File: src/design/sfr_pkg.sv
// Shared types and constants for the serial frame receiver.
// No dependencies; imported by every module of the block.
package sfr_pkg;

    localparam logic [7:0] START_BYTE   = 8'h5B;
    localparam logic [2:0] PACKET_BOUND = 3'd5;
    localparam logic [6:0] LENGTH_CAP   = 7'd64;
    localparam logic [5:0] POS_MAX      = 6'd63;

    localparam logic [1:0] ROLE_A = 2'd1;
    localparam logic [1:0] ROLE_B = 2'd2;
    localparam logic [2:0] PKT_A  = 3'd2;
    localparam logic [2:0] PKT_B  = 3'd4;

    localparam int CFG_IDX_W   = 3;
    localparam int CFG_DATA_W  = 16;
    localparam int QUEUE_DEPTH = 4;

    localparam logic [CFG_IDX_W-1:0] CFG_ROLE    = 3'd0;
    localparam logic [CFG_IDX_W-1:0] CFG_DEVICE  = 3'd1;
    localparam logic [CFG_IDX_W-1:0] CFG_LIMIT   = 3'd2;
    localparam logic [CFG_IDX_W-1:0] CFG_TIMEOUT = 3'd3;
    localparam logic [CFG_IDX_W-1:0] CFG_RELOAD  = 3'd4;

    typedef enum logic [2:0] {
        ST_BUSY,
        ST_DELIVERED,
        ST_NOT_ADDR,
        ST_BAD_SUM,
        ST_BAD_LEN,
        ST_BAD_PKT,
        ST_BAD_DEV
    } t_status;

    typedef struct packed {
        logic [1:0]  role;
        logic [7:0]  device;
        logic [6:0]  limit;
        logic [15:0] timeout;
        logic [3:0]  reload;
    } t_cfg;

    typedef struct packed {
        logic        deliver;
        t_status     status;
        logic        online;
        logic        req;
        logic [15:0] count;
    } t_cmd;

    typedef struct packed {
        logic       we;
        logic [5:0] addr;
        logic [7:0] data;
    } t_wr;

    typedef struct packed {
        logic        is_payload;
        logic [4:0]  index;
        logic [7:0]  value;
        t_status     status;
        logic        online;
        logic        req;
        logic [15:0] count;
        logic        last;
    } t_out;

endpackage

File: src/design/sfr_front.sv
// Front part: takes byte and tick requests, parses frames, runs the link watchdog.
// Depends on sfr_pkg; feeds sfr_queue and the payload store write port of sfr_back.
module sfr_front import sfr_pkg::*; (
    input  logic       i_clk,
    input  logic       i_rst_n,
    input  t_cfg       i_cfg,
    input  logic       i_valid,
    input  logic       i_func,
    input  logic [7:0] i_byte,
    output logic       o_ready,
    input  logic       i_full,
    output logic       o_push,
    output t_cmd       o_cmd,
    output t_wr        o_wr,
    input  logic       i_done
);

    typedef enum logic [2:0] {
        PH_START,
        PH_LEN,
        PH_PKT,
        PH_DEV,
        PH_DATA,
        PH_SUM
    } t_phase;

    t_phase      r_phase, n_phase;
    logic [5:0]  r_flen, n_flen;
    logic [2:0]  r_pkt, n_pkt;
    logic [7:0]  r_sum, n_sum;
    logic [5:0]  r_fpos, n_fpos;
    logic [5:0]  r_spos, n_spos;
    logic [15:0] r_idle, n_idle;
    logic [3:0]  r_alive, n_alive;
    logic        r_online, n_online;
    logic [15:0] r_fcnt, n_fcnt;
    logic        r_pend, n_pend;

    logic        accept, fin, deliver, req, addressed;
    t_status     status;
    logic [15:0] idle_inc;
    logic [6:0]  limit;
    logic [7:0]  sum_add;
    logic [5:0]  fpos_inc;
    t_wr         wr;

    assign o_ready = !i_full && !(r_phase == PH_DATA && r_pend);
    assign accept  = i_valid && o_ready;

    always_comb begin
        n_phase   = r_phase;
        n_flen    = r_flen;
        n_pkt     = r_pkt;
        n_sum     = r_sum;
        n_fpos    = r_fpos;
        n_spos    = r_spos;
        n_idle    = r_idle;
        n_alive   = r_alive;
        n_online  = r_online;
        n_fcnt    = r_fcnt;
        fin       = 1'b0;
        deliver   = 1'b0;
        req       = 1'b0;
        addressed = 1'b0;
        status    = ST_BUSY;
        wr        = '0;
        idle_inc  = (r_idle == 16'hFFFF) ? r_idle : r_idle + 16'd1;
        limit     = (i_cfg.limit > LENGTH_CAP) ? LENGTH_CAP : i_cfg.limit;
        sum_add   = r_sum + i_byte;
        fpos_inc  = (r_fpos < POS_MAX) ? r_fpos + 6'd1 : r_fpos;
        if (i_func) begin
            n_idle = idle_inc;
            if (idle_inc > i_cfg.timeout) begin
                if (r_alive != 4'd0) begin
                    n_online = 1'b1;
                    n_alive  = r_alive - 4'd1;
                end else begin
                    n_online = 1'b0;
                end
                n_idle = '0;
            end
        end else begin
            unique case (r_phase)
                PH_START: begin
                    if (i_byte == START_BYTE) begin
                        n_sum   = START_BYTE;
                        n_phase = PH_LEN;
                        n_fpos  = 6'd1;
                    end else begin
                        n_fpos = '0;
                    end
                end
                PH_LEN: begin
                    if (i_byte < {1'b0, limit}) begin
                        n_flen  = i_byte[5:0];
                        n_sum   = sum_add;
                        n_phase = PH_PKT;
                        n_fpos  = r_fpos + 6'd1;
                    end else begin
                        status = ST_BAD_LEN;
                        fin    = 1'b1;
                    end
                end
                PH_PKT: begin
                    n_sum = sum_add;
                    n_pkt = i_byte[2:0];
                    if (i_byte < {5'b0, PACKET_BOUND}) begin
                        n_phase = PH_DEV;
                        n_fpos  = r_fpos + 6'd1;
                    end else begin
                        status = ST_BAD_PKT;
                        fin    = 1'b1;
                    end
                end
                PH_DEV: begin
                    n_sum = sum_add;
                    if (i_byte == i_cfg.device) begin
                        n_phase = PH_DATA;
                        n_spos  = '0;
                        n_fpos  = r_fpos + 6'd1;
                    end else begin
                        status = ST_BAD_DEV;
                        fin    = 1'b1;
                    end
                end
                PH_DATA: begin
                    wr.we   = 1'b1;
                    wr.addr = r_spos;
                    wr.data = i_byte;
                    if (r_spos < POS_MAX) begin
                        n_spos = r_spos + 6'd1;
                    end
                    n_fpos = fpos_inc;
                    n_sum  = sum_add;
                    if (fpos_inc >= r_flen) begin
                        n_sum   = 8'd0 - sum_add;
                        n_phase = PH_SUM;
                    end
                end
                PH_SUM: begin
                    if (i_byte == r_sum) begin
                        addressed = (i_cfg.role == ROLE_A && r_pkt == PKT_A) ||
                                    (i_cfg.role == ROLE_B && r_pkt == PKT_B);
                        if (addressed) begin
                            deliver = 1'b1;
                            req     = 1'b1;
                            status  = ST_DELIVERED;
                            n_fcnt  = r_fcnt + 16'd1;
                            n_alive = i_cfg.reload;
                        end else begin
                            status = ST_NOT_ADDR;
                        end
                        n_idle = '0;
                    end else begin
                        status = ST_BAD_SUM;
                    end
                    fin = 1'b1;
                end
                default: begin
                    fin = 1'b1;
                end
            endcase
            if (fin) begin
                n_phase = PH_START;
                n_fpos  = '0;
                n_spos  = '0;
                n_sum   = '0;
            end
        end
        n_pend = i_done ? 1'b0 : r_pend;
        if (accept && deliver) begin
            n_pend = 1'b1;
        end
    end

    assign o_push        = accept;
    assign o_cmd.deliver = deliver;
    assign o_cmd.status  = status;
    assign o_cmd.online  = n_online;
    assign o_cmd.req     = req;
    assign o_cmd.count   = n_fcnt;
    assign o_wr.we       = wr.we && accept;
    assign o_wr.addr     = wr.addr;
    assign o_wr.data     = wr.data;

    always_ff @(posedge i_clk) begin
        if (!i_rst_n) begin
            r_phase  <= PH_START;
            r_flen   <= '0;
            r_pkt    <= '0;
            r_sum    <= '0;
            r_fpos   <= '0;
            r_spos   <= '0;
            r_idle   <= '0;
            r_alive  <= '0;
            r_online <= 1'b1;
            r_fcnt   <= '0;
            r_pend   <= 1'b0;
        end else begin
            r_pend <= n_pend;
            if (accept) begin
                r_phase  <= n_phase;
                r_flen   <= n_flen;
                r_pkt    <= n_pkt;
                r_sum    <= n_sum;
                r_fpos   <= n_fpos;
                r_spos   <= n_spos;
                r_idle   <= n_idle;
                r_alive  <= n_alive;
                r_online <= n_online;
                r_fcnt   <= n_fcnt;
            end
        end
    end

`ifndef SYNTH
    a_no_write_while_pending: assert property (@(posedge i_clk) disable iff (!i_rst_n)
        r_pend |-> !o_wr.we)
        else $error("store write while a delivery is outstanding");

    a_single_delivery: assert property (@(posedge i_clk) disable iff (!i_rst_n)
        o_push && o_cmd.deliver |-> !r_pend)
        else $error("second delivery queued before the first finished");

    a_sum_phase_entry: assert property (@(posedge i_clk) disable iff (!i_rst_n)
        r_phase == PH_SUM |-> $past(r_phase) == PH_SUM || $past(r_phase) == PH_DATA)
        else $error("checksum phase entered from outside the payload phase");
`endif

endmodule

File: src/design/sfr_queue.sv
// Short command queue between the frame parser and the result sequencer.
// Depends on sfr_pkg for the command type and depth.
module sfr_queue import sfr_pkg::*; (
    input  logic i_clk,
    input  logic i_rst_n,
    input  logic i_push,
    input  t_cmd i_cmd,
    input  logic i_pop,
    output t_cmd o_head,
    output logic o_full,
    output logic o_empty
);

    localparam int QW = $clog2(QUEUE_DEPTH);

    t_cmd          r_mem [QUEUE_DEPTH];
    logic [QW-1:0] r_wp, r_rp;
    logic [QW:0]   r_count;

    assign o_full  = (r_count == (QW+1)'(QUEUE_DEPTH));
    assign o_empty = (r_count == '0);
    assign o_head  = r_mem[r_rp];

    always_ff @(posedge i_clk) begin
        if (i_push) begin
            r_mem[r_wp] <= i_cmd;
        end
    end

    always_ff @(posedge i_clk) begin
        if (!i_rst_n) begin
            r_wp    <= '0;
            r_rp    <= '0;
            r_count <= '0;
        end else begin
            if (i_push) begin
                r_wp <= r_wp + QW'(1);
            end
            if (i_pop) begin
                r_rp <= r_rp + QW'(1);
            end
            if (i_push && !i_pop) begin
                r_count <= r_count + (QW+1)'(1);
            end else if (i_pop && !i_push) begin
                r_count <= r_count - (QW+1)'(1);
            end
        end
    end

endmodule

File: src/design/sfr_back.sv
// Back part: payload store and result sequencer with the output register.
// Depends on sfr_pkg; drains sfr_queue and takes store writes from sfr_front.
module sfr_back import sfr_pkg::*; #(
    parameter int PAYLOAD_DEPTH   = 64,
    parameter int DELIVERED_BYTES = 27
) (
    input  logic i_clk,
    input  logic i_rst_n,
    input  t_wr  i_wr,
    input  t_cmd i_head,
    input  logic i_empty,
    output logic o_pop,
    output logic o_done,
    output logic o_valid,
    output t_out o_out,
    input  logic i_ready
);

    localparam int AW = $clog2(PAYLOAD_DEPTH);
    localparam int IW = (DELIVERED_BYTES > 1) ? $clog2(DELIVERED_BYTES) : 1;

    typedef enum logic [1:0] {
        BK_IDLE,
        BK_RD,
        BK_LD,
        BK_ST
    } t_state;

    t_state               r_state;
    logic [IW-1:0]        r_idx;
    logic                 r_ovalid;
    t_out                 r_out;
    logic [7:0]           r_store [PAYLOAD_DEPTH];
    logic [PAYLOAD_DEPTH-1:0] r_vld;
    logic [7:0]           r_rdata;
    logic                 r_rok;

    logic          out_free, wr_ok, rd_in, ld_out;
    logic [AW-1:0] wr_addr, rd_addr;
    t_out          st_res, pl_res;

    assign out_free = !r_ovalid || i_ready;
    assign wr_ok    = i_wr.we && (32'(i_wr.addr) < PAYLOAD_DEPTH);
    assign wr_addr  = AW'(i_wr.addr);
    assign rd_in    = 32'(r_idx) < PAYLOAD_DEPTH;
    assign rd_addr  = rd_in ? AW'(r_idx) : '0;

    assign o_done = (r_state == BK_ST) && out_free;
    assign o_pop  = o_done ||
                    (r_state == BK_IDLE && !i_empty && !i_head.deliver && out_free);
    assign ld_out = out_free &&
                    ((r_state == BK_IDLE && !i_empty && !i_head.deliver) ||
                     r_state == BK_LD || r_state == BK_ST);

    always_comb begin
        st_res            = '0;
        st_res.is_payload = 1'b0;
        st_res.status     = i_head.status;
        st_res.online     = i_head.online;
        st_res.req        = i_head.req;
        st_res.count      = i_head.count;
        st_res.last       = 1'b1;
    end

    always_comb begin
        pl_res            = '0;
        pl_res.is_payload = 1'b1;
        pl_res.index      = 5'(r_idx);
        pl_res.value      = r_rok ? r_rdata : 8'd0;
        pl_res.status     = ST_BUSY;
    end

    always_ff @(posedge i_clk) begin
        if (wr_ok) begin
            r_store[wr_addr] <= i_wr.data;
        end
        r_rdata <= r_store[rd_addr];
        r_rok   <= rd_in && r_vld[rd_addr];
    end

    always_ff @(posedge i_clk) begin
        if (!i_rst_n) begin
            r_vld <= '0;
        end else if (wr_ok) begin
            r_vld[wr_addr] <= 1'b1;
        end
    end

    always_ff @(posedge i_clk) begin
        if (!i_rst_n) begin
            r_state  <= BK_IDLE;
            r_idx    <= '0;
            r_ovalid <= 1'b0;
            r_out    <= '0;
        end else begin
            if (ld_out) begin
                r_ovalid <= 1'b1;
            end else if (i_ready) begin
                r_ovalid <= 1'b0;
            end
            unique case (r_state)
                BK_IDLE: begin
                    if (!i_empty) begin
                        if (i_head.deliver) begin
                            r_idx   <= '0;
                            r_state <= BK_RD;
                        end else if (out_free) begin
                            r_out <= st_res;
                        end
                    end
                end
                BK_RD: begin
                    r_state <= BK_LD;
                end
                BK_LD: begin
                    if (out_free) begin
                        r_out <= pl_res;
                        if (r_idx == IW'(DELIVERED_BYTES - 1)) begin
                            r_state <= BK_ST;
                        end else begin
                            r_idx   <= r_idx + IW'(1);
                            r_state <= BK_RD;
                        end
                    end
                end
                BK_ST: begin
                    if (out_free) begin
                        r_out   <= st_res;
                        r_state <= BK_IDLE;
                    end
                end
                default: begin
                    r_state <= BK_IDLE;
                end
            endcase
        end
    end

    assign o_valid = r_ovalid;
    assign o_out   = r_out;

`ifndef SYNTH
    a_no_write_during_read: assert property (@(posedge i_clk) disable iff (!i_rst_n)
        i_wr.we |-> r_state != BK_RD && r_state != BK_LD)
        else $error("payload store written during delivery");

    a_payload_not_last: assert property (@(posedge i_clk) disable iff (!i_rst_n)
        r_ovalid && r_out.is_payload |-> !r_out.last)
        else $error("payload result marked last");

    a_done_to_idle: assert property (@(posedge i_clk) disable iff (!i_rst_n)
        o_done |=> r_state == BK_IDLE)
        else $error("sequencer did not return to idle after a delivery");
`endif

endmodule

File: src/design/serial_frame_receiver_checksum.sv
// Top level of the serial frame receiver: config registers, parser, queue, sequencer.
// Depends on sfr_pkg, sfr_front, sfr_queue and sfr_back.
//
//  channel | direction | handshake               | payload
//  s       | in        | i_s_tvalid / o_s_tready | tdata rx_byte, tuser func
//  m       | out       | o_m_tvalid / i_m_tready | tdata fields, tuser is_payload, tlast
//  cfg     | in        | i_cfg_valid/o_cfg_ready | i_cfg_index, i_cfg_data
//
// The parser takes one request per cycle while the command queue has room and the wait below does not hold it.
// A status-only request enters the output register when it heads the queue and the register is free.
// A delivered frame runs through the sequencer as a start step, then
// one store read and one output load per payload byte, then the status result.
// A request in the payload phase waits until a pending delivery has read the store.
// Synchronous active-low reset; the store valid bits clear at once, no sweep.
module serial_frame_receiver_checksum import sfr_pkg::*; #(
    parameter int PAYLOAD_DEPTH   = 64,
    parameter int DELIVERED_BYTES = 27
) (
    input  logic                  i_clk,
    input  logic                  i_rst_n,
    input  logic                  i_s_tvalid,
    output logic                  o_s_tready,
    input  logic [7:0]            i_s_tdata,   // [7:0] rx_byte
    input  logic                  i_s_tuser,   // [0] func
    output logic                  o_m_tvalid,
    input  logic                  i_m_tready,
    output logic [39:0]           o_m_tdata,   // [4:0] payload_index, [12:5] payload_value,
                                               // [15:13] frame_status, [16] link_online,
                                               // [17] reply_request, [33:18] frames_received
    output logic                  o_m_tuser,   // [0] is_payload
    output logic                  o_m_tlast,
    input  logic                  i_cfg_valid,
    output logic                  o_cfg_ready,
    input  logic [CFG_IDX_W-1:0]  i_cfg_index,
    input  logic [CFG_DATA_W-1:0] i_cfg_data
);

    t_cfg r_cfg;
    t_cmd push_cmd, head;
    t_wr  wr;
    t_out res;
    logic push, pop, full, empty, done;

    assign o_cfg_ready = 1'b1;

    always_ff @(posedge i_clk) begin
        if (!i_rst_n) begin
            r_cfg.role    <= 2'd1;
            r_cfg.device  <= 8'd9;
            r_cfg.limit   <= 7'd60;
            r_cfg.timeout <= 16'd360;
            r_cfg.reload  <= 4'd10;
        end else if (i_cfg_valid) begin
            unique case (i_cfg_index)
                CFG_ROLE:    r_cfg.role    <= i_cfg_data[1:0];
                CFG_DEVICE:  r_cfg.device  <= i_cfg_data[7:0];
                CFG_LIMIT:   r_cfg.limit   <= i_cfg_data[6:0];
                CFG_TIMEOUT: r_cfg.timeout <= i_cfg_data[15:0];
                CFG_RELOAD:  r_cfg.reload  <= i_cfg_data[3:0];
                default: begin
                end
            endcase
        end
    end

    sfr_front u_front (
        .i_clk   (i_clk),
        .i_rst_n (i_rst_n),
        .i_cfg   (r_cfg),
        .i_valid (i_s_tvalid),
        .i_func  (i_s_tuser),
        .i_byte  (i_s_tdata),
        .o_ready (o_s_tready),
        .i_full  (full),
        .o_push  (push),
        .o_cmd   (push_cmd),
        .o_wr    (wr),
        .i_done  (done)
    );

    sfr_queue u_queue (
        .i_clk   (i_clk),
        .i_rst_n (i_rst_n),
        .i_push  (push),
        .i_cmd   (push_cmd),
        .i_pop   (pop),
        .o_head  (head),
        .o_full  (full),
        .o_empty (empty)
    );

    sfr_back #(
        .PAYLOAD_DEPTH   (PAYLOAD_DEPTH),
        .DELIVERED_BYTES (DELIVERED_BYTES)
    ) u_back (
        .i_clk   (i_clk),
        .i_rst_n (i_rst_n),
        .i_wr    (wr),
        .i_head  (head),
        .i_empty (empty),
        .o_pop   (pop),
        .o_done  (done),
        .o_valid (o_m_tvalid),
        .o_out   (res),
        .i_ready (i_m_tready)
    );

    assign o_m_tdata = {6'b0, res.count, res.req, res.online, res.status,
                        res.value, res.index};
    assign o_m_tuser = res.is_payload;
    assign o_m_tlast = res.last;

endmodule

File: config.mk
export PLATFORM = sky130hd
export DESIGN_NAME = serial_frame_receiver_checksum
export DESIGN_NICKNAME = d
export VERILOG_FILES = /design/src/design/sfr_pkg.sv /design/src/design/sfr_front.sv /design/src/design/sfr_queue.sv /design/src/design/sfr_back.sv /design/src/design/serial_frame_receiver_checksum.sv
export SDC_FILE = /design/constraint.sdc
export NUM_CORES = 1
export LEC_CHECK = 0
export ABC_CLOCK_PERIOD_IN_PS = 10100
export BUFFER_PORTS_ARGS = -buffer_cell sky130_fd_sc_hd__buf_4
export CAP_MARGIN = 20
export CORE_ASPECT_RATIO = 0.75
export CORE_UTILIZATION = 35
export CTS_CLUSTER_SIZE = 16
export DETAILED_ROUTE_END_ITERATION = 8
export PLACE_DENSITY = 0.51
export SLEW_MARGIN = 25
export SYNTH_ARGS = -nofsm -noshare
export SYNTH_HDL_FRONTEND = slang
export SYNTH_SLANG_ARGS = --single-unit
File: constraint.sdc
create_clock -name i_clk -period 10.1 [get_ports i_clk]
set_input_delay 2.02 -clock i_clk [delete_from_list [all_inputs] [get_ports i_clk]]
set_output_delay 2.02 -clock i_clk [all_outputs]
set_load 0.01 [all_outputs]
**Word level (Yosys, flattened, before mapping)**

Memory sizes are Yosys's and may differ from the RTL's. A register that Yosys moved wholly into a read port is not among the register bits.
Index checks and enable logic that the tools add are counted.

- Bits of input ports: 33
- Word-level logic and storage cells: 248
- Bits in registers: 223
- Memories: 2
- RAM bits: 600
- Output and inout port bits: 45

Memory list:

| memory | words | width | read ports | clocked after Yosys merged registers in | wr ports | line | text |
|---|---|---|---|---|---|---|---|
| u_back.r_store | 64 | 8 | 1 | 1 | 1 | sfr_back.sv:33 | `logic [7:0] r_store [PAYLOAD_DEPTH];` |
| u_queue.r_mem | 4 | 22 | 1 | 1 | 1 | sfr_queue.sv:16 | `t_cmd r_mem [QUEUE_DEPTH];` |

- Bitwise logic cells: 2
- $lt $le $gt $ge: 10
- Muxes and demuxes: 93
- Equal/unequal tests: 36
- Reductions and logical operators: 61
- $add $sub $neg: 12

Operators by type and width:

| kind | number |
|---|---|
| 16-bit two-way mux | 9 |
| 36-bit two-way mux | 4 |
| 36-bit case mux with 3 select lines | 1 |
| 64-bit bitwise OR | 1 |
| 6-bit two-way mux | 8 |
| 8-bit two-way mux | 5 |
| 3-bit two-way mux | 12 |
| 16-bit by 1-bit adder with 16-bit output, second input constant | 2 |
| 8-bit case mux with 4 select lines | 1 |
| 15-bit two-way mux | 2 |
| 6-bit case mux with 5 select lines | 1 |
| 4-bit two-way mux | 6 |
| 1-bit two-way mux | 22 |
| 5-bit two-way mux | 4 |
| 2-bit two-way mux | 9 |
| 16-bit == test, second input constant | 1 |
| 8-bit == test | 2 |
| 16-bit greater-than comparator | 1 |
| 3-bit by 2-bit == test with 1-bit output, second input constant | 5 |
| 3-bit == test, second input constant | 5 |
| 1-bit logical AND | 15 |
| 3-bit case mux with 5 select lines | 1 |
| 5-bit AND reduction | 3 |
| 2-bit nonzero test | 7 |
| other kinds (48) | 87 |

**Longest topological paths before layout**

Gate-level depths: netlist of the first run.

- Depth after elaboration: 9
- Gate-level depth with buffers: 16
- Gate-level depth less buffers: 14

**By module**

From an unflattened synthesis of the first run, not the netlist that was laid out.

- Cells, all modules: 1,808
- Area, all modules: 23,687.7 µm²

By module, submodules not included:

| module | instances | area an instance (µm²) | cells each |
|---|---|---|---|
| sfr_back | 1 | 13,003.7 | 778 |
| sfr_front | 1 | 5,485.3 | 715 |
| sfr_queue | 1 | 3,623.5 | 157 |
| serial_frame_receiver_checksum | 1 | 1,575.3 | 158 |

**Worst setup path before layout of the first run**

No wires, ideal clock.

- Path type: input -> register
- Start point: in i_s_tdata[2]
- End point: mem u_queue.r_mem[0][11] (netlist name) (data pin)
- Path slack: 5,833 ps
- Cell stages on the path: 8
- Buffers on the path: 0
- Library setup time: 272 ps
- Data arrival time: 3,995 ps
- Path through: ha_1 or4_4 nor3_2 and3_4 and3_1 and2b_1 nand3_1 xnor2_1

RTL lines:

| what | line | text |
|---|---|---|
| from (decl) | serial_frame_receiver_checksum.sv:23 | `input logic [7:0] i_s_tdata,` |
| to (decl) | sfr_queue.sv:16 |  |

**Worst setup path after layout of the first run**

- Start point: reg u_front.r_idle[4]
- End point: reg u_front.r_idle[9]

- Longest elaborated chain between the ends: 5

RTL lines:

| what | line | text |
|---|---|---|
| from (decl) | sfr_front.sv:33 | `logic [15:0] r_idle, n_idle;` |
| from (signal assigned) | sfr_front.sv:208 | `r_idle <= n_idle;` |
| 16-bit by 1-bit adder with 16-bit output / 16-bit == test (equally long branches) | sfr_front.sv:67 | `idle_inc = (r_idle == 16'hFFFF) ? r_idle : r_idle + 16'd1;` |
| 16-bit two-way mux * | sfr_front.sv:67 |  |
| 16-bit greater-than comparator | sfr_front.sv:73 | `if (idle_inc > i_cfg.timeout) begin` |
| 16-bit two-way mux * | sfr_front.sv:73 |  |
| 16-bit two-way mux * | sfr_front.sv:71 | `if (i_func) begin` |

Every way passes the cells marked *; elsewhere a longest branch is shown, timed or not.
A chain may end at the register's enable or synchronous reset.

==> results.toml, run 1 <==
[status]
outcome = "finished, final reports clean"

[min_path]
timing.hold.worst_endpoint = "u_back.o_out[9]"
hold_path_class = "register to register"
hold_path_startpoint = "u_back.o_out[9]"
hold_path_depth = 2

[job]
max_cap_violations = 0

[clock_tree]
clock_tree.buffer_depth = 3
tritoncts = "built"
post-cts-setup-buffer-count = 0
cts_resized = 0
root_buffer = "sky130_fd_sc_hd__clkbuf_16"
holdBufCountCts = 0
worst_skew_pair.late_latency_ns = 0.62
cts.reportedPaths.clkPinSlew_ns = 0.06
cts_sinks = 541
cts_htree_levels = 2
cts_buffers = 53

[drt]
routed-via-count = 14040
detail-route-antenna-nets = 0
post_drt_via_cell_ratio = 5.181
wl_mm = 56.51
drt_first_iter_violations = 1120
detail_route.first_pass.iterations = 7
drc = 0
wire_per_inst_um = 20.86

[sta]
achievable-frequency_mhz = 206.0
post-route-period-util_pct = 48.06
hold_viol = 0
worstMarginPinSlew_ns = 1.012
finalClockSkew_ns = 0.03363
totalNegativeSetupSlack_ns = 0
min_period_ns = 4.854
timing.max_slew.rel_slack_pct = 32.55
final-max-slew-violation-count = 0
grt_setup_unrepaired = "no"
postLayoutSetupSlackWorst_ns = 5.246
setup_viol = 0

[setup_path]
rrSetupSlack_ns = 5.25
worstSetupEndpointType = "register"
rr_worst_depth = 13
worst_r2r_endpoint = "u_front.r_idle[9]"
path_max_fanout = 8
rr_startpoint = "u_front.r_idle[4]"
setup.worst_path.start_class = "register"
data_arrival_time_of_the_worst_path_ns = 5.41
timing.setup.critical_path_class = "register to register"
cp_data_required_time_ns = 10.65

[grt]
grtUsageTotal_pct = 16.97
grt_overflow = 0
met3_usage_pct = 2.987
grt_antenna_before_repair = 3
groute.layer.met1.usage_pct = 27.45
grt.met2_usage_pct = 22.99
grt_pass1_vias = 13760
top_usage_layer = "met1"
largest_net_degree_at_the_start_of_global_routing = 83
grt_pass1_wl_mm = 86.33

[power_and_ir_drop]
vdd_drop_max_uv = 163.8
p_leak_nw = 9.211
power.density_cell_area_mw_per_mm2 = 196.9

[logic_synthesis]
ys.flop_type = "sky130_fd_sc_hd__edfxtp_1"
number_of_enable_flip_flop_cells_after_synthesis = 340
yosysMostFrequentCell = "sky130_fd_sc_hd__edfxtp_1"
cell_area_after_synthesis_mm2 = 0.02301
synth.distinct_cells = 73
yosys-top-cells-count = "sky130_fd_sc_hd__edfxtp_1 (340), sky130_fd_sc_hd__dfxtp_1 (201), sky130_fd_sc_hd__nor2_1 (167)"
syn_inst = 1737
yosys-top-cells-area = "sky130_fd_sc_hd__edfxtp_1 (44%), sky130_fd_sc_hd__dfxtp_1 (17%), sky130_fd_sc_hd__mux4_2 (11%)"
async_reset_ff_share_pct = 0
synth.yosys.warnings = 0
synth_largest_area_cell = "sky130_fd_sc_hd__edfxtp_1"
post_synth.cell_area_avg_um2 = 13.25
synth_seq_cells = 541
synth.top_cell.area_share_pct = 44.37
synth_seq_area_share_pct = 61.86

[final_layout]
multi_input_area_mm2 = 0.008265
n_fill_cell = 6114
layout-area-overhead-vs-synth_pct = 13.59
final-seq-area_mm2 = 0.01424
n_antenna_cell = 0
post_route_cells_drive_above_1_share_pct = 17.63
layout.nets = 1878

[die]
core_region_area_mm2 = 0.06506
num_io_pins = 78
dieArea_mm2 = 0.06679
die_width_um = 298.1
floorplan.rows = 81
die_h_um = 224.1
initial_core_util_pct = 35.37

[place]
io_buffers = 70
hpwl_mm = 36.69
detailedPlace.worstSlack_ns = 4.998
routabilityCongestion = 0.8184
## cells by family after synthesis
| logic type | share of synthesized area (%) |
|---|---|
| and+or+nand+nor | 11.15 |
| muxes | 12.38 |
| buffers and inverters | 2.431 |
| DFF | 61.86 |
| adders and majority gates | 2.838 |
| AOI/OAI and AO/OA | 6.688 |
| other | 0.03264 |
| xor gates and xnor gates | 2.626 |
## area by class of cell
cell class                      instances  area share (%)
Multi-Input combinational cell       1064           31.62
Clock inverter                         26          0.8904
Clock buffer                           73           5.629
Timing Repair Buffer                   87           2.513
Tap cell                              871           4.169
Sequential cell                       541           54.49
Inverter                               47          0.6845
## metrics by stage
stage	hold slack, ns	std cells	util (%)	power [mW]	area, µm²
2_1_floorplan	0.4348	1742	-	2.995	23030
3_3_place_gp	0.4428	2610	37.52	3.242	24410
3_5_place_dp	0.4474	2610	37.54	3.253	24420
4_1_cts	0.4560	2709	40.16	5.212	26130
5_1_grt	0.4773	2709	40.17	5.364	26140
6_report	0.4557	2709	40.17	5.147	26140
## worst max-delay path: stages, from the launching register on
cell and delay, ns:
sky130_fd_sc_hd__dfxtp_1 0.46, sky130_fd_sc_hd__and4_1 0.32, sky130_fd_sc_hd__nand4_1 0.23, sky130_fd_sc_hd__nor3_1 0.56
sky130_fd_sc_hd__nor2_1 0.22, sky130_fd_sc_hd__nand2_1 0.16, sky130_fd_sc_hd__xnor2_1 0.13, sky130_fd_sc_hd__ha_1 0.27
sky130_fd_sc_hd__a211oi_1 0.25, sky130_fd_sc_hd__o221ai_1 0.26, sky130_fd_sc_hd__a2111oi_1 0.78, sky130_fd_sc_hd__nor2_1 0.27
sky130_fd_sc_hd__nor2_1 0.64, sky130_fd_sc_hd__a22o_1 0.26
## metal layers
metal | vias up | share of wire, %
met3 | 70 | 5.8
li1 | 6569 | -
met1 | 7055 | 53
met2 | 342 | 40
met5 | - | 0
met4 | 0 | 1.7
## cells in the final DEF (no fill, tap or decap), types with 31 or more instances in the layout
cell,Yosys,routed
sky130_fd_sc_hd__a21oi_1,92,92
sky130_fd_sc_hd__buf_4,7,86
sky130_fd_sc_hd__clkbuf_16,0,53
sky130_fd_sc_hd__dfxtp_1,201,198
sky130_fd_sc_hd__edfxtp_1,340,340
sky130_fd_sc_hd__ha_1,49,49
sky130_fd_sc_hd__inv_1,44,44
sky130_fd_sc_hd__mux4_2,111,111
sky130_fd_sc_hd__nand2_1,156,156
sky130_fd_sc_hd__nand3_1,70,70
sky130_fd_sc_hd__nor2_1,167,166
sky130_fd_sc_hd__nor3_1,31,31
sky130_fd_sc_hd__o21ai_0,40,40
sky130_fd_sc_hd__xnor2_1,45,45
## power by group
part           switching [mW]  leakage [nW]  internal [mW]
logic                   0.403          3.30          0.303
clock network           0.872         0.820           1.08
registers              0.0694          5.09           2.42
total                    1.34          9.21           3.80
## sequential cells by signal (all words and copies together) (netlist names), 8 cells and up, named ones only
| register | flops |
|---|---|
| u_queue.r_mem | 84 |
| u_front.r_idle | 16 |
| u_back.r_store | 256 |
| u_back.r_vld | 32 |
| r_cfg | 37 |
| u_front.r_fcnt | 16 |
| u_back.o_out | 36 |
| u_front.r_sum | 8 |
| u_back.r_rdata | 8 |
## how the worst max path moves through the flow
stage | from | endpoint | slack, ns | cells after the start
final | u_front.r_idle[4] | u_front.r_idle[9] | 5.25 | 13
after global routing | u_front.r_idle[4] | u_front.r_idle[9] | 4.81 | 13
after CTS | u_front.r_idle[4] | u_front.r_idle[9] | 5.38 | 13
after detailed placement | i_s_tdata[2] | u_front.r_fcnt[10] | 5.00 | 9
after global placement | i_s_tdata[2] | u_front.r_fcnt[10] | 5.03 | 9
after floorplan | i_s_tdata[2] | u_queue.r_mem[0][11] | 5.83 | 8
Power figures use the tool's default switching activity.
==> run 2, diff against run 1 <==
- ABC_CLOCK_PERIOD_IN_PS: 10100 -> 4440
- PLACE_DENSITY: 0.51 -> 0.53
- clock period: 10.1 -> 4.44 ns (I/O delays scaled with it)
==> run 2 against run 1 <==
Effect of this change:
- critical path depth rose by 1
- worst hold slack got worse by 0.00066 ns
- cell area is 1.7% higher
- clock power is 140% higher
- power is 130% higher
- largest cell class unchanged
==> results.toml, run 2 (synthesized netlist as in run 1, its figures left out) <==
[drt]
drt_first_iter_violations = 1195
routed-via-count = 14220
wl_mm = 55.30
detail-route-antenna-nets = 0
wire_per_inst_um = 20.06
drc = 0
post_drt_via_cell_ratio = 5.157
detail_route.first_pass.iterations = 5

[final_layout]
layout.cell_area.non_filler_mm2 = 0.02658
post_route_cells_drive_above_1_share_pct = 19.19
largest_reg_flops = 256
n_antenna_cell = 0
mostFrequentLayoutCells = "sky130_fd_sc_hd__edfxtp_1 (340), sky130_fd_sc_hd__dfxtp_1 (199), sky130_fd_sc_hd__nor2_1 (167), sky130_fd_sc_hd__nand2_1 (156), sky130_fd_sc_hd__buf_4 (134)"
registers.top_by_ff_count = "u_back.r_store"
final_core_utilization_pct = 40.85
layout.nets = 1927
reg.largest.list = "u_back.r_store (256), u_queue.r_mem (84), r_cfg (37)"
mostFrequentLayoutCell = "sky130_fd_sc_hd__edfxtp_1"
layout-area-overhead-vs-synth_pct = 15.51
final_cells = 2757

[power_and_ir_drop]
power.density_cell_area_mw_per_mm2 = 448.3
sequential_fraction_of_design_power_pct = 47.5
vdd_drop_max_uv = 290.6
combinationalPowerShare_pct = 13.5
clock_power_share_pct = 38.9
final_total_power_mw = 11.92
cell_internal_power_mw = 8.902
power_switching_share_pct = 25.29
total_switching_power_mw = 3.014
p_leak_nw = 9.525

[grt]
grt_pass1_wl_mm = 84.70
largest_net_degree_at_the_start_of_global_routing = 60
grt_antenna_before_repair = 3
grt_overflow = 0
grtUsageTotal_pct = 16.53
grt_pass1_vias = 13900

[status]
outcome = "finished, final reports clean"

[place]
hpwl_mm = 36.70
placedInstanceArea_mm2 = 0.02480
io_buffers = 70
dp.cells = 2659
routabilityCongestion = 0.8206

[clock_tree]
post-cts-setup-buffer-count = 0
root_buffer = "sky130_fd_sc_hd__clkbuf_16"
cts_htree_levels = 2
holdBufCountCts = 0
clock_tree.buffer_depth = 3
cts_buffers = 53
cts_resized = 0
tritoncts = "built"
cts.reportedPaths.clkPinSlew_ns = 0.07
cts_sinks = 541
worst_skew_pair.late_latency_ns = 0.61

[die]
dieArea_mm2 = 0.06679
num_io_pins = 78
core_region_area_mm2 = 0.06506
die_h_um = 224.1
initial_core_util_pct = 35.37
floorplan.rows = 81
die_width_um = 298.1

[sta]
setup_viol = 0
timing.max_slew.rel_slack_pct = 35.17
totalNegativeSetupSlack_ns = 0
post-route-period-util_pct = 90.66
min_period_ns = 4.025
grt_setup_unrepaired = "no"
achievable-frequency_mhz = 248.4
hold_viol = 0
final-max-slew-violation-count = 0
worstMarginPinSlew_ns = 0.9689
finalClockSkew_ns = 0.02004

[setup_path]
data_arrival_time_of_the_worst_path_ns = 4.53
crit_chain = "and4_1 -> nand4_1 -> or3_1 -> nand2b_1 -> xnor2_1 -> ha_1 -> a21o_1 -> a21oi_1 -> o221ai_1 -> a2111oi_2 -> buf_4 -> o21bai_1 -> o21ai_0 -> a22o_1"
path_max_fanout = 14
cp_data_required_time_ns = 4.94
worstSetupEndpointType = "register"
setup.worst_path.start_class = "register"
cp_top_family = "compound AO/OA/AOI/OAI gates"
timing.setup.critical_path_class = "register to register"
critPathBufInv = 1
cpMaxStageDelayCell = "sky130_fd_sc_hd__o21bai_1"
critical-path-max-stage-delay_ns = 0.67

[job]
max_cap_violations = 0

[min_path]
hold_path_class = "register to register"
[run 2: cell type report]
cell class                 count  area, µm²
tap                          871       1090
multi-input combinational   1064       8250
clock buffer                  77       1486
fill                        6092      38480
clock inverter                21      287.8
timing repair buffer         136       1046
sequential                   541      14240
inverter                      47      178.9
[run 2: metal layers]
metal | global-route usage, % | vias to the layer above | share of wire (%)
met5 | 0 | - | 0
met4 | 3.557 | 0 | 1.4
met3 | 2.512 | 53 | 5.8
met2 | 22.84 | 364 | 40
met1 | 26.75 | 7130 | 52
li1 | - | 6670 | -
[run 2: power groups by stage]
| stage | Sequential [mW] | Combinational (mW) | Clock [mW] |
|---|---|---|---|
| after global placement | 5.77 | 1.62 | 0 |
| final | 5.67 | 1.61 | 4.64 |
| after global routing | 5.70 | 1.77 | 4.93 |
| after detailed placement | 5.78 | 1.63 | 0 |
| after floorplan | 5.73 | 1.08 | 0 |
| after CTS | 5.67 | 1.64 | 4.74 |
[run 2: final timing paths]
path / startpoint / endpoint / slack (ns) / cells after the start
setup / recovery: u_front.r_idle[4] / u_front.r_idle[13] / 0.41 / 14
hold / removal: u_back.o_out[7] / u_back.o_out[7] / 0.46 / 2
setup reg to reg: u_front.r_idle[4] / u_front.r_idle[13] / 0.41 / 14
hold reg to reg: u_back.o_out[7] / u_back.o_out[7] / 0.46 / 2
[run 2: stage by stage]
| step | setup slack, ns | hold slack [ns] |
|---|---|---|
| finish | 0.4148 | 0.4550 |
| global route | 0.03740 | 0.4756 |
| CTS | 0.3241 | 0.4596 |
| detailed placement | 0.3453 | 0.4506 |
| global placement | 0.3677 | 0.4419 |
| floorplan | 0.8885 | 0.4348 |
[run 2: worst min-delay path, cell delays in order, from the launching register on]
cell,delay (ns)
sky130_fd_sc_hd__dfxtp_1,0.31
sky130_fd_sc_hd__nand2_1,0.05
sky130_fd_sc_hd__a21oi_1,0.05
==> run 3, diff against run 2 <==
- ABC_CLOCK_PERIOD_IN_PS: 4440 -> 5100
- CORE_UTILIZATION: 35 -> 40
- PLACE_DENSITY: 0.53 -> 0.56
- clock period: 4.44 -> 5.1 ns (I/O delays scaled with it)
==> run 3 against run 2 <==
Effect of this change:
- first-iteration DRC count down 14%
- wire length down 1.5%
- register-to-register slack better by 0.17 ns
- global-route usage up 2.3 points
- maximum frequency down 11%
- count of clock-buffer cells in the layout up 6
- critical path type unchanged
- clock power down 16%
==> results.toml, run 3 (synthesized netlist as in run 1, its figures left out) <==
[status]
outcome = "finished, final reports clean"

[final_layout]
mostFrequentLayoutCell = "sky130_fd_sc_hd__edfxtp_1"
layout.nets = 1889
mostFrequentLayoutCells = "sky130_fd_sc_hd__edfxtp_1 (340), sky130_fd_sc_hd__dfxtp_1 (199), sky130_fd_sc_hd__nor2_1 (167), sky130_fd_sc_hd__nand2_1 (156), sky130_fd_sc_hd__mux4_2 (111)"
post_route_cells_drive_above_1_share_pct = 17.79
registers.top_by_ff_count = "u_back.r_store"
n_fill_cell = 5035
largest_reg_flops = 256
reg.largest.list = "u_back.r_store (256), u_queue.r_mem (84), r_cfg (37)"
final_core_utilization_pct = 46.29
layout-area-overhead-vs-synth_pct = 13.45

[power_and_ir_drop]
final_total_power_mw = 10.22
vdd_drop_max_uv = 235.1
p_leak_nw = 9.310
power.density_cell_area_mw_per_mm2 = 391.4

[die]
dieArea_mm2 = 0.05850
initial_core_util_pct = 40.80
core_region_area_mm2 = 0.05640
die_width_um = 279.0
num_io_pins = 78
floorplan.rows = 75
die_h_um = 209.7

[grt]
grt_antenna_before_repair = 1
grt_pass1_vias = 13900
grt_overflow = 0
grtUsageTotal_pct = 18.88
grt_pass1_wl_mm = 84.52
largest_net_degree_at_the_start_of_global_routing = 64

[drt]
detail-route-antenna-nets = 0
wl_mm = 54.48
drc = 0
post_drt_via_cell_ratio = 5.408
detail_route.first_pass.iterations = 7
wire_per_inst_um = 20.79
routed-via-count = 14170
drt_first_iter_violations = 1027

[sta]
post-route-period-util_pct = 88.56
achievable-frequency_mhz = 221.4
totalNegativeSetupSlack_ns = 0
postLayoutSetupSlackWorst_ns = 0.5832
finalClockSkew_ns = 0.02819
hold_viol = 0
setup_viol = 0
min_period_ns = 4.517
final-max-slew-violation-count = 0
worstMarginPinSlew_ns = 1.003
timing.max_slew.rel_slack_pct = 32.89
grt_setup_unrepaired = "no"

[setup_path]
crit_start = "u_front.r_idle[4]"
path_max_fanout = 8
worst-path-stages = 13
rr_startpoint = "u_front.r_idle[4]"
cp_top_family = "simple AND/OR/NAND/NOR gates"
critPathBufInv = 0
critical-path-max-stage-delay_ns = 0.65
crit_chain = "and4_1 -> nand4_1 -> nor3_1 -> nor2_1 -> nand2_1 -> xnor2_1 -> ha_1 -> a211oi_1 -> o221ai_1 -> a2111oi_1 -> nor2_1 -> nor2_1 -> a22o_1"
setup.worst_path.start_class = "register"
cpMaxStageDelayCell = "sky130_fd_sc_hd__a2111oi_1"
cp_data_required_time_ns = 5.63
rr_worst_depth = 13
worstSetupEndpointType = "register"
data_arrival_time_of_the_worst_path_ns = 5.05
worst_path_most_repeated_cell = "sky130_fd_sc_hd__nor2_1"
timing.setup.critical_path_class = "register to register"

[clock_tree]
post-cts-setup-buffer-count = 0
cts.reportedPaths.clkPinSlew_ns = 0.06
cts_sinks = 541
cts_resized = 0
worst_skew_pair.late_latency_ns = 0.61
holdBufCountCts = 0
cts_htree_levels = 2
root_buffer = "sky130_fd_sc_hd__clkbuf_16"
tritoncts = "built"
clock_tree.buffer_depth = 3
cts_buffers = 53

[min_path]
hold_path_startpoint = "u_back.o_out[9]"
hold_path_depth = 2
hold_path_class = "register to register"

[place]
io_buffers = 70
routabilityCongestion = 0.8186
detailedPlace.worstSlack_ns = 0.6071
hpwl_mm = 35.63

[job]
max_cap_violations = 0
[run 3: cell count changes in the layout (fill, tap and decap cells not counted), sizes merged]
cell and change:
buf -38, clkbuf +6, bufinv -4, inv -3, clkinv +2, diode +1
[run 3: report_power, final]
| part | leakage, nW | internal [mW] | switching, mW |
|---|---|---|---|
| logic | 3.35 | 0.605 | 0.773 |
| clock network | 0.865 | 2.23 | 1.68 |
| registers | 5.09 | 4.79 | 0.145 |
[run 3: layer usage]
| layer | wire length, µm | global-route usage (%) |
|---|---|---|
| met1 | 28380 | 30.68 |
| met2 | 22450 | 26.06 |
| met3 | 2798 | 2.928 |
| met4 | 848 | 4.263 |
| met5 | 0 | 0 |
[run 3: worst paths after layout]
kind	endpoint	slack, ns
worst max-delay path	u_front.r_idle[9]	0.58
worst min-delay path	u_back.o_out[9]	0.45
worst max register to register	u_front.r_idle[9]	0.58
worst min register to register	u_back.o_out[9]	0.45
[run 3: worst min-delay path, delay by kind of cell (launching register included)]
| family | cells | cell delay [ns] |
|---|---|---|
| DFF | 1 | 0.31 |
| AOI/OAI and AO/OA | 1 | 0.05 |
| and+or+nand+nor | 1 | 0.05 |
[run 3: area by class of cell]
class | count | area [µm²] | share of cell area [%]
Antenna cell | 1 | 2.502 | 0.009585
Inverter | 47 | 178.9 | 0.6854
Clock buffer | 83 | 1570 | 6.015
Timing Repair Buffer | 98 | 735.7 | 2.818
Tap cell | 770 | 963.4 | 3.690
Multi-Input combinational cell | 1064 | 8240 | 31.56
Clock inverter | 16 | 173.9 | 0.6662
Sequential cell | 541 | 14240 | 54.55
[run 3: stage by stage]
step	hold WS (ns)	instances	area (µm²)
6_report	0.4539	2620	26110
5_1_grt	0.4790	2619	26100
4_1_cts	0.4567	2619	26100
3_5_place_dp	0.4483	2520	24360
3_3_place_gp	0.4418	2520	24360
2_1_floorplan	0.4348	1742	23030
